## src/rtl/rdi_pkg.sv

```systemverilog
package rdi_pkg;
    localparam int MAX_DIM_DEF = 16;
    localparam int DW = 32;
    localparam logic [1:0] ERR_NONE = 2'd0;
    localparam logic [1:0] ERR_ZERO = 2'd1;
    localparam logic [1:0] ERR_OVF  = 2'd2;

    typedef enum logic [1:0] {
        OP_GCD,
        OP_DIV
    } t_op;

    typedef struct packed {
        logic        start;
        t_op         op;
        logic [31:0] a;
        logic [31:0] b;
    } t_alu_req;

    typedef struct packed {
        logic        done;
        logic [31:0] res;
    } t_alu_rsp;
endpackage

```

## src/rtl/rdi_alu.sv

```systemverilog
module rdi_alu (
    input  logic              i_clk,
    input  logic              i_rst_n,
    input  rdi_pkg::t_alu_req i_req,
    output rdi_pkg::t_alu_rsp o_rsp
);
    import rdi_pkg::*;

    typedef enum logic [1:0] {S_IDLE, S_DIV, S_DONE} t_state;

    t_state      r_state;
    t_op         r_op;
    logic [31:0] r_a, r_b, r_q, r_rem;
    logic [5:0]  r_cnt;
    logic [32:0] n_trial;
    logic [31:0] n_rem;

    // restoring division, one quotient bit per cycle
    always_comb begin
        n_trial = {r_rem, r_a[31]} - {1'b0, r_b};
        n_rem   = n_trial[32] ? {r_rem[30:0], r_a[31]} : n_trial[31:0];
    end

    always_ff @(posedge i_clk) begin
        if (!i_rst_n) begin
            r_state <= S_IDLE;
            r_cnt   <= '0;
        end else begin
            unique case (r_state)
                S_IDLE: begin
                    if (i_req.start) begin
                        r_op <= i_req.op;
                        r_a  <= i_req.a;
                        r_b  <= i_req.b;
                        r_rem <= '0;
                        r_cnt <= '0;
                        if (i_req.b == '0) begin
                            r_q     <= (i_req.op == OP_GCD) ? i_req.a : '0;
                            r_state <= S_DONE;
                        end else begin
                            r_q     <= i_req.a;
                            r_state <= S_DIV;
                        end
                    end
                end
                S_DIV: begin
                    if (r_cnt == 6'd31 && r_op == OP_GCD && n_rem != '0) begin
                        r_a   <= r_b;
                        r_b   <= n_rem;
                        r_rem <= '0;
                        r_cnt <= '0;
                    end else begin
                        r_rem <= n_rem;
                        r_a   <= {r_a[30:0], ~n_trial[32]};
                        r_cnt <= r_cnt + 6'd1;
                        if (r_cnt == 6'd31) begin
                            r_q     <= (r_op == OP_DIV) ? {r_a[30:0], ~n_trial[32]} : r_b;
                            r_state <= S_DONE;
                        end
                    end
                end
                S_DONE:  r_state <= S_IDLE;
                default: r_state <= S_IDLE;
            endcase
        end
    end

    assign o_rsp.done = (r_state == S_DONE);
    assign o_rsp.res  = r_q;
endmodule

```

## config.mk

```make
export PLATFORM = sky130hd
export DESIGN_NAME = rdi_alu
export DESIGN_NICKNAME = d
export VERILOG_FILES = /design/src/rtl/rdi_pkg.sv /design/src/rtl/rdi_alu.sv
export SDC_FILE = /design/constraint.sdc
export NUM_CORES = 1
export LEC_CHECK = 0
export CAP_MARGIN = 20
export CORE_MARGIN = 1.5
export CORE_UTILIZATION = 30
export DETAILED_ROUTE_END_ITERATION = 12
export DONT_BUFFER_PORTS = 1
export HOLD_SLACK_MARGIN = 0.12
export RECOVER_POWER = 25
export SYNTH_ARGS = -nofsm -noshare
export SYNTH_HDL_FRONTEND = slang
export SYNTH_SLANG_ARGS = --single-unit
```

## constraint.sdc

```tcl
create_clock -name i_clk -period 7.66 [get_ports i_clk]
set_clock_uncertainty 0.1 [all_clocks]
set_input_delay 0.383 -clock i_clk [delete_from_list [all_inputs] [get_ports i_clk]]
set_output_delay 0.383 -clock i_clk [all_outputs]
set_load 0.01 [all_outputs]
```

==> impl_metrics.csv, run 1 <==
group,metric,value,unit
run_status,status,"finished with violations",
run_status,violations,"max-capacitance violations, max-slew violations",
global_routing,grt_pass1_wl,43500,µm
die,fp-row-count,64,
cells_and_area,fillCellCount,3133,
global_routing,grt_pass1_vias,7584,
global_routing,grt_max_degree,92,
global_routing,grt_overflow,0,
die,die_w,179,µm
cells_and_area,final_core_util,35.0,%
setup_path,worstSetupEndpoint,"r_q[3]",
global_routing,grtUsageTotal,17.7,%
setup_path,cp_num_buf_inv,3,
run,drv_cap,1,
power,peakVddDrop,0.145,mV
power,powerDensity,222,nW/µm²
setup_path,critPathRequiredTime,7.60,ns
cts,cts_tree,"yes",
cts,clock_latency,0.42,ns
setup_path,startpoint_type,"flop",
detailed_routing,drc,0,
detailed_routing,ant_nets,0,
power,power,0.00237,W
timing,worst_slew_pin_slew,3.87,ns
synth,seq_area_frac_synth,43.7,%
place,pre_cts_ws,2.35,ns
die,die_y,179,µm
detailed_routing,vias,8125,
setup_path,worstReg2RegStart,"r_a[31]",
timing,setup_ws,2.32,ns
setup_path,setup.worst_path.start,"r_a[31]",
detailed_routing,drtPass1Iterations,6,
synth,synth_edf_count,130,
setup_path,critical_path_class,"reg -> reg",
cells_and_area,layout_commonest_cell,"edfxtp_1",
synth,yosys.cell_types.count,76,
setup_path,crit_top_cell,"buf_4",
cells_and_area,antenna-diode-count,0,
cts,cts-buffers-inserted,17,
detailed_routing,dr.first_iter.drc_count,803,
place,numPortBuffers,0,
place,dp_cells,1383,
timing,slew_headroom,-158,%
cells_and_area,stdcell_count,1460,
place,dpl.hpwl,21000,µm
synth,ys_async_sr_fraction,0,%
detailed_routing,avgRoutedWirePerCell,19.4,µm
cells_and_area,area_delta_synth_final,14.9,%
setup_path,reg2reg_to,"r_q[3]",
synth,synthFlopType,"edfxtp_1",
setup_path,crit_fanout,33,
setup_path,worst_setup_path_end_kind,"flop",
cts,clock-sinks,138,
setup_path,crit_path_max_incr_delay,0.76,ns
synth,synthesis.area,9310,µm²
cts,cts-root-buf,"clkbuf_16",
cts,cts_buffer_depth,2,
setup_path,slowest_stage,"a31o_2",
setup_path,arrival,5.29,ns
cells_and_area,multiInputGateArea,4820,µm²
worst_hold_path,hold_class,"in -> reg",
cts,cts.htree.levels,4,
timing,drv_slew,66,
detailed_routing,viasPerCell,5.57,
cells_and_area,seq_area,4060,µm²
die,core_area,30600,µm²
synth,synth_seq_cells,138,
detailed_routing,wirelength,28300,µm
synth,avgSynthCellArea,8.95,µm²
setup_path,regToRegSetupSlack,2.32,ns
synth,ys_warn_count,0,
die,start_util,30.4,%
timing,rsz0062_at_grt,"false",
synth,syn_inst,1040,
synth,synth_nets,1143,
setup_path,critical_path_depth,15,
cells_and_area,drive_gt1_share,8.65,%
cells_and_area,layout_common_cells,"edfxtp_1 (130), nand2_1 (114), nor2_1 (104), o21ai_0 (93), a21oi_1 (84)",
cells_and_area,fin_nets,1154,
timing,setup_violations,0,
global_routing,antenna_found_initial,0,
die,dieArea,32100,µm²
setup_path,cpLargestDelayFamily,"compound AO/OA/AOI/OAI gates",
timing,fin_setup_tns,0,ns
die,ios,102,
timing,finalCritPeriodShare,69.8,%
cts,path_clk_slew,0.06,ns
timing,fmax,187,MHz
timing,finalHoldViolCount,0,
setup_path,worstPathCellList,"inv_1 -> ha_1 -> fa_1 -> nand2b_1 -> a21o_1 -> a21oi_1 -> a32oi_1 -> a211o_1 -> a211oi_4 -> buf_4 -> nand3_1 -> and3_1 -> buf_4 -> nand2_1 -> a31o_2",
setup_path,r2r_cells,15,
timing,period_minus_slack,5.34,ns
place,gp_congestion,0.877,
power,p_leak,3.80,nW
-- report_power, final --
group	internal, W	switching (W)	leakage, nW
clock	0.000513	0.000332	0.285
sequential	0.000900	0.0000368	1.30
combinational	0.000210	0.000381	2.21
-- routing by layer --
layer	share of wire (%)	wire (µm)	track usage, %
met1	46	12900	24.2
met2	46	13200	28.2
met3	5.5	1560	2.27
met4	2.5	697	6.82
met5	0	0	0
-- what timing repair did --
item,CTS,global route
hold endpoints to repair,50,2
setup buffers,0,0
hold buffers,42,2
resized for setup,0,0
-- Yosys cell counts (all sizes together), types with 2 or more instances --
master / instances / area share (%)
o22ai: 4 / 0.27
nor3b: 4 / 0.32
dfxtp: 8 / 1.7
o21a: 7 / 0.56
nor4: 19 / 1.3
a32o: 3 / 0.32
edfxtp: 130 / 42
mux2i: 15 / 1.6
and3: 7 / 0.47
a211oi: 9 / 0.86
xor2: 10 / 0.94
nor3: 44 / 4.0
o31ai: 3 / 0.24
a21boi: 4 / 0.32
inv: 40 / 1.6
or4: 4 / 0.32
o21bai: 4 / 0.32
o21ai: 127 / 6.9
and2: 9 / 0.62
a31oi: 36 / 2.4
a2111oi: 2 / 0.26
o2111ai: 5 / 0.47
ha: 33 / 4.4
o31a: 3 / 0.28
or2: 2 / 0.13
mux2: 2 / 0.28
a22oi: 2 / 0.16
nand2: 114 / 4.6
nand2b: 5 / 0.34
or3: 10 / 0.67
nor2: 106 / 4.4
nor2b: 9 / 0.61
clkbuf: 34 / 1.4
o41ai: 2 / 0.27
xnor2: 4 / 0.38
nand3: 48 / 2.6
nand4: 14 / 0.94
buf: 30 / 2.0
a21o: 11 / 0.89
a211o: 7 / 0.66
o211ai: 5 / 0.46
a21oi: 86 / 4.7
-- registers in the layout (all words and copies together), names as in the netlist --
name / flops
r_cnt: 6
r_b: 32
r_a: 32
r_q: 32
r_rem: 32
r_op: 2
r_state: 2
-- how the worst min path moves through the flow --
stage / startpoint / cells after the start / to
after floorplan: r_cnt[5] / 1 / r_cnt[5]
after global placement: r_cnt[5] / 1 / r_cnt[5]
after detailed placement: i_req[65] / 0 / r_op[1]
after CTS: i_req[7] / 2 / r_b[7]
after global routing: i_req[5] / 2 / r_b[5]
final: i_req[61] / 2 / r_a[29]
-- final cells by class --
type | instances | share of cell area (%)
clock buffers | 18 | 4.01
clock inverters | 14 | 1.59
inverters | 40 | 1.40
multi-input cells | 798 | 45.1
flip-flops and latches | 138 | 38.0
well taps | 396 | 4.63
repair buffers | 56 | 5.30
-- stage by stage --
step                      hold WS (ns)  area [µm²]
after detailed placement         0.382        9630
after global routing             0.124       10700
after floorplan                  0.356        9310
after CTS                        0.120       10700
after global placement           0.370        9600
final                            0.133       10700
-- cells by family (layout without fill, tap and decap cells) --
family	count (synthesis)	after routing	synth area share (%)
simple gates	401	401	21.9
compound gates	332	332	21.6
flops	138	138	43.7
buf+inv	104	128	5.02
fa+ha+maj	34	34	4.65
mux	17	17	1.90
xor+xnor	14	14	1.32
(Power assumes the default switching activity.)
==> run 2, diff against run 1 <==
clock period = 4.4 ns   (was 7.66 ns; I/O delays follow)
==> impl_metrics.csv, run 2 (synthesis results as in run 1) <==
group,metric,value,unit
run_status,status,"finished with violations",
run_status,violations,"max-capacitance violations, max-slew violations",
run,drv_cap,1,
timing,worst_slew_pin_slew,1.82,ns
power,p_leak,4.12,nW
place,dpl.hpwl,21600,µm
die,core_area,30600,µm²
die,die_w,179,µm
detailed_routing,ant_nets,0,
cells_and_area,area_delta_synth_final,22.1,%
cells_and_area,stdcell_count,1524,
timing,finalHoldViolCount,0,
setup_path,worstReg2RegStart,"r_a[31]",
timing,fin_setup_tns,0,ns
worst_hold_path,hold_class,"in -> reg",
global_routing,grt_pass1_wl,44900,µm
die,start_util,30.4,%
global_routing,grt_max_degree,65,
timing,period_minus_slack,4.20,ns
detailed_routing,drc,0,
cells_and_area,layout_common_cells,"edfxtp_1 (130), nand2_1 (113), nor2_1 (104), o21ai_0 (90), a21oi_1 (83)",
cts,cts-root-buf,"clkbuf_16",
global_routing,grtUsageTotal,18.2,%
timing,fmax,238,MHz
setup_path,startpoint_type,"flop",
setup_path,setup.worst_path.start,"r_a[31]",
setup_path,critPathRequiredTime,4.43,ns
cts,clock_latency,0.44,ns
timing,rsz0062_at_grt,"false",
detailed_routing,vias,8467,
global_routing,grt_overflow,0,
cells_and_area,drive_gt1_share,12.7,%
die,ios,102,
die,dieArea,32100,µm²
setup_path,arrival,4.23,ns
timing,drv_slew,65,
detailed_routing,wirelength,29000,µm
detailed_routing,drtPass1Iterations,5,
place,numPortBuffers,0,
die,fp-row-count,64,
power,peakVddDrop,0.273,mV
cells_and_area,fin_nets,1218,
setup_path,worst_setup_path_end_kind,"flop",
cts,cts-buffers-inserted,17,
detailed_routing,dr.first_iter.drc_count,812,
cells_and_area,fillCellCount,3008,
place,gp_congestion,0.948,
power,powerDensity,381,nW/µm²
global_routing,antenna_found_initial,0,
worst_hold_path,hold_start,"i_req[66]",
cts,cts_buffer_depth,2,
cells_and_area,layout_commonest_cell,"edfxtp_1",
detailed_routing,avgRoutedWirePerCell,19.0,µm
cts,clock-sinks,138,
timing,setup_violations,0,
setup_path,critical_path_class,"reg -> reg",
place,dp_cells,1420,
cells_and_area,antenna-diode-count,0,
cts,cts_tree,"yes",
setup_path,crit_fanout,26,
global_routing,grt_pass1_vias,7961,
cts,path_clk_slew,0.06,ns
timing,slew_headroom,-21.2,%
die,die_y,179,µm
timing,finalCritPeriodShare,95.4,%
cts,cts.htree.levels,4,
detailed_routing,viasPerCell,5.56,
-- run 2: cell types whose count changed in the layout (fill, tap and decap cells not counted), sizes merged --
cell,previous run,this run
buf,11,50
bufinv,3,5
clkbuf,19,21
clkinvlp,3,2
dlygate4sd3,44,69
inv,43,40
-- run 2: timing repair --
action	in CTS	in global routing
hold endpoints to repair	107	1
buffers inserted	0	1
gates resized for setup	1	15
setup endpoints to repair	30	68
hold buffers	69	1
pin swaps	1	6
-- run 2: worst max-delay path, cell delays in order (launching register included) --
cell and delay [ns]:
edfxtp_1 0.39, inv_1 0.06, ha_2 0.20, fa_2 0.35
nand2b_4 0.16, a21o_1 0.22, buf_4 0.17, a211oi_2 0.22
o21ai_1 0.13, a222oi_1 0.36, nand4_1 0.19, nor4bb_2 0.34
buf_4 0.17, nand4b_1 0.17, nand2_2 0.13, buf_4 0.13
a31o_2 0.20, buf_12 0.19
-- run 2: per-layer routing --
layer	routed length, µm	up-vias	track usage (%)
met3	1750	45	3.33
met4	1020	0	8.26
met5	0	-	0
met2	13400	385	29.0
met1	12800	4000	23.9
li1	-	4037	-
-- run 2: layout make-up --
type	count	area, µm²	share of cell area, %
Tap cell	396	495	4.36
Sequential cell	138	4060	35.8
Inverter	40	150	1.32
Clock inverter	12	198	1.74
Clock buffer	20	437	3.84
Multi-Input combinational cell	798	4890	43.0
Timing Repair Buffer	120	1130	9.94
-- run 2: stage by stage --
stage               setup slack [ns]  hold slack, ns  power, W  area [µm²]  util, %
global placement              0.0430           0.219   0.00269        9920     32.4
global route                  0.0119           0.205   0.00451       11400     37.1
detailed placement           0.00805           0.219   0.00269        9920     32.4
finish                         0.203           0.187   0.00433       11400     37.1
CTS                          0.00587           0.124   0.00431       11200     36.8
floorplan                      -1.45           0.219   0.00237        9330        -
-- run 2: worst paths after layout --
check / to / slack (ns) / cells past startpoint
setup / recovery: r_q[2] / 0.20 / 17
hold / removal: r_cnt[4] / 0.19 / 4
setup reg to reg: r_q[2] / 0.20 / 17
hold reg to reg: r_cnt[5] / 0.40 / 1
-- run 2: power by group --
group          switching, W  internal [W]  total (W)
sequential        0.0000649       0.00156    0.00163
clock              0.000563       0.00100    0.00157
combinational      0.000697      0.000433    0.00113
==> run 3, diff against run 2 <==
--- a/config.mk
+++ b/config.mk
@@ -8,3 +8,2 @@
 export CAP_MARGIN = 20
-export CORE_MARGIN = 1.5
 export CORE_UTILIZATION = 30
--- a/constraint.sdc
+++ b/constraint.sdc
@@ -4,2 +4,2 @@
 set_output_delay 0.22 -clock i_clk [all_outputs]
-set_load 0.01 [all_outputs]
+set_load 0.1 [all_outputs]
==> impl_metrics.csv, run 3 (synthesis results as in run 1) <==
group,metric,value,unit
timing,worst_slew_pin_slew,1.83,ns
detailed_routing,avgRoutedWirePerCell,19.1,µm
setup_path,cp_num_buf_inv,4,
die,die_w,178,µm
timing,holdWs,0.0961,ns
cells_and_area,fillCellCount,3049,
cts,clock_latency,0.43,ns
place,numPortBuffers,0,
setup_path,slowest_stage,"dlygate4sd3_1",
timing,period_minus_slack,4.27,ns
timing,setup_ws,0.134,ns
detailed_routing,dr.first_iter.drc_count,882,
detailed_routing,met3_length,1660,µm
setup_path,worst_setup_path_end_kind,"flop",
global_routing,grt_pass1_vias,8152,
detailed_routing,drc,2,
worst_hold_path,hold_class,"in -> reg",
timing,finalHoldViolCount,0,
place,pre_cts_ws,0.00581,ns
detailed_routing,wirelength,29200,µm
cells_and_area,final_core_util,37.3,%
detailed_routing,ant_nets,0,
setup_path,startpoint_type,"flop",
global_routing,antenna_found_initial,0,
die,fp-row-count,64,
cts,cts_buffer_depth,2,
timing,drv_slew,65,
detailed_routing,drtPass1Iterations,11,
detailed_routing,drt-met1-wl,13100,µm
run_status,violations,"design-rule violations, max-capacitance violations, max-slew violations",
place,gp_congestion,0.954,
detailed_routing,vias,8474,
detailed_routing,viasPerCell,5.54,
power,p_leak,4.15,nW
setup_path,worstPathCellList,"ha_2 -> fa_2 -> nand2b_4 -> a21o_4 -> buf_4 -> a211oi_2 -> o21ai_2 -> a222oi_1 -> nand4_1 -> nor4bb_2 -> buf_4 -> nand4b_1 -> nand2_2 -> buf_4 -> a311oi_1 -> dlygate4sd3_1",
setup_path,crit_path_max_incr_delay,0.60,ns
cells_and_area,layout_commonest_cell,"edfxtp_1",
die,ios,102,
timing,setup_violations,0,
timing,fmax,234,MHz
detailed_routing,wl_met2,13500,µm
cts,cts-root-buf,"clkbuf_16",
setup_path,crit_fanout,4,
power,power,0.00442,W
cts,cts.htree.levels,4,
cts,path_clk_slew,0.07,ns
run,drv_cap,1,
cells_and_area,drive_gt1_share,13.6,%
setup_path,arrival,4.48,ns
die,core_area,30600,µm²
die,start_util,30.4,%
cts,cts_tree,"yes",
detailed_routing,highest_layer,"met4",
setup_path,critPathRequiredTime,4.61,ns
die,die_y,178,µm
setup_path,crit_top_cell,"buf_4",
cts,cts-buffers-inserted,17,
cells_and_area,area_delta_synth_final,22.7,%
timing,fin_setup_tns,0,ns
power,peakVddDrop,0.309,mV
timing,finalCritPeriodShare,96.9,%
global_routing,grtUsageTotal,18.7,%
global_routing,grt_pass1_wl,46100,µm
place,dpl.hpwl,21700,µm
cells_and_area,layout_common_cells,"edfxtp_1 (130), nand2_1 (113), nor2_1 (104), o21ai_0 (90), a21oi_1 (81)",
cells_and_area,antenna-diode-count,0,
setup_path,cpLargestDelayFamily,"buffers and inverters",
global_routing,grt_max_degree,96,
cells_and_area,fin_nets,1224,
timing,rsz0062_at_grt,"true",
setup_path,critical_path_class,"reg -> reg",
run_status,status,"finished with violations",
cts,clock-sinks,138,
die,dieArea,31700,µm²
timing,slew_headroom,-22.1,%
power,powerDensity,387,nW/µm²
global_routing,grt_overflow,0,
==> run 3: cell types whose count changed in the layout (fill, tap and decap cells not counted), sizes merged <==
cell / change
a21boi: +1
buf: +6
clkbuf: -3
clkinv: +1
dlygate4sd3: -1
inv: +1
==> run 3: cell type report <==
cell class / instances / area [µm²] / share of cell area, %
timing repair buffer: 125 / 1160 / 10.1
sequential: 138 / 4060 / 35.6
tap: 396 / 495 / 4.34
clock inverter: 14 / 203 / 1.78
inverter: 40 / 150 / 1.32
multi-input combinational: 799 / 4920 / 43.1
clock buffer: 17 / 425 / 3.73
==> run 3: final timing paths <==
check / startpoint / end / slack, ns / cells after the start
worst min register to register: r_cnt[5] / r_cnt[5] / 0.38 / 1
worst max-delay path: r_b[0] / r_state[0] / 0.13 / 16
worst min-delay path: i_rst_n / r_op[0] / 0.1 / 2
worst max register to register: r_b[0] / r_state[0] / 0.13 / 16
==> run 3: power by group <==
part           total [W]  leakage, nW  internal, W  switching (W)
registers        0.00171         1.30      0.00157       0.000149
logic            0.00115         2.55     0.000443       0.000703
clock network    0.00156        0.299     0.000995       0.000560
==> run 3: metal layers <==
layer	vias up	track usage (%)
li1	4059	-
met4	0	7.02
met3	43	2.88
met5	-	0
met2	330	30.1
met1	4042	25.1
==> run 3: metrics by stage <==
step | cell area (µm²) | instances
final | 11400 | 1529
after global routing | 11400 | 1529
after CTS | 11300 | 1526
after detailed placement | 9990 | 1426
after global placement | 9970 | 1425
after floorplan | 9330 | 1040
==> run 3: what timing repair did <==
item	in CTS	in global routing
gates cloned	1	0
gates resized for setup	0	22
hold buffers	68	0
buffers inserted	0	3
endpoints found under the setup margin	32	76
endpoints found under the hold margin	106	0
pin swaps	1	6
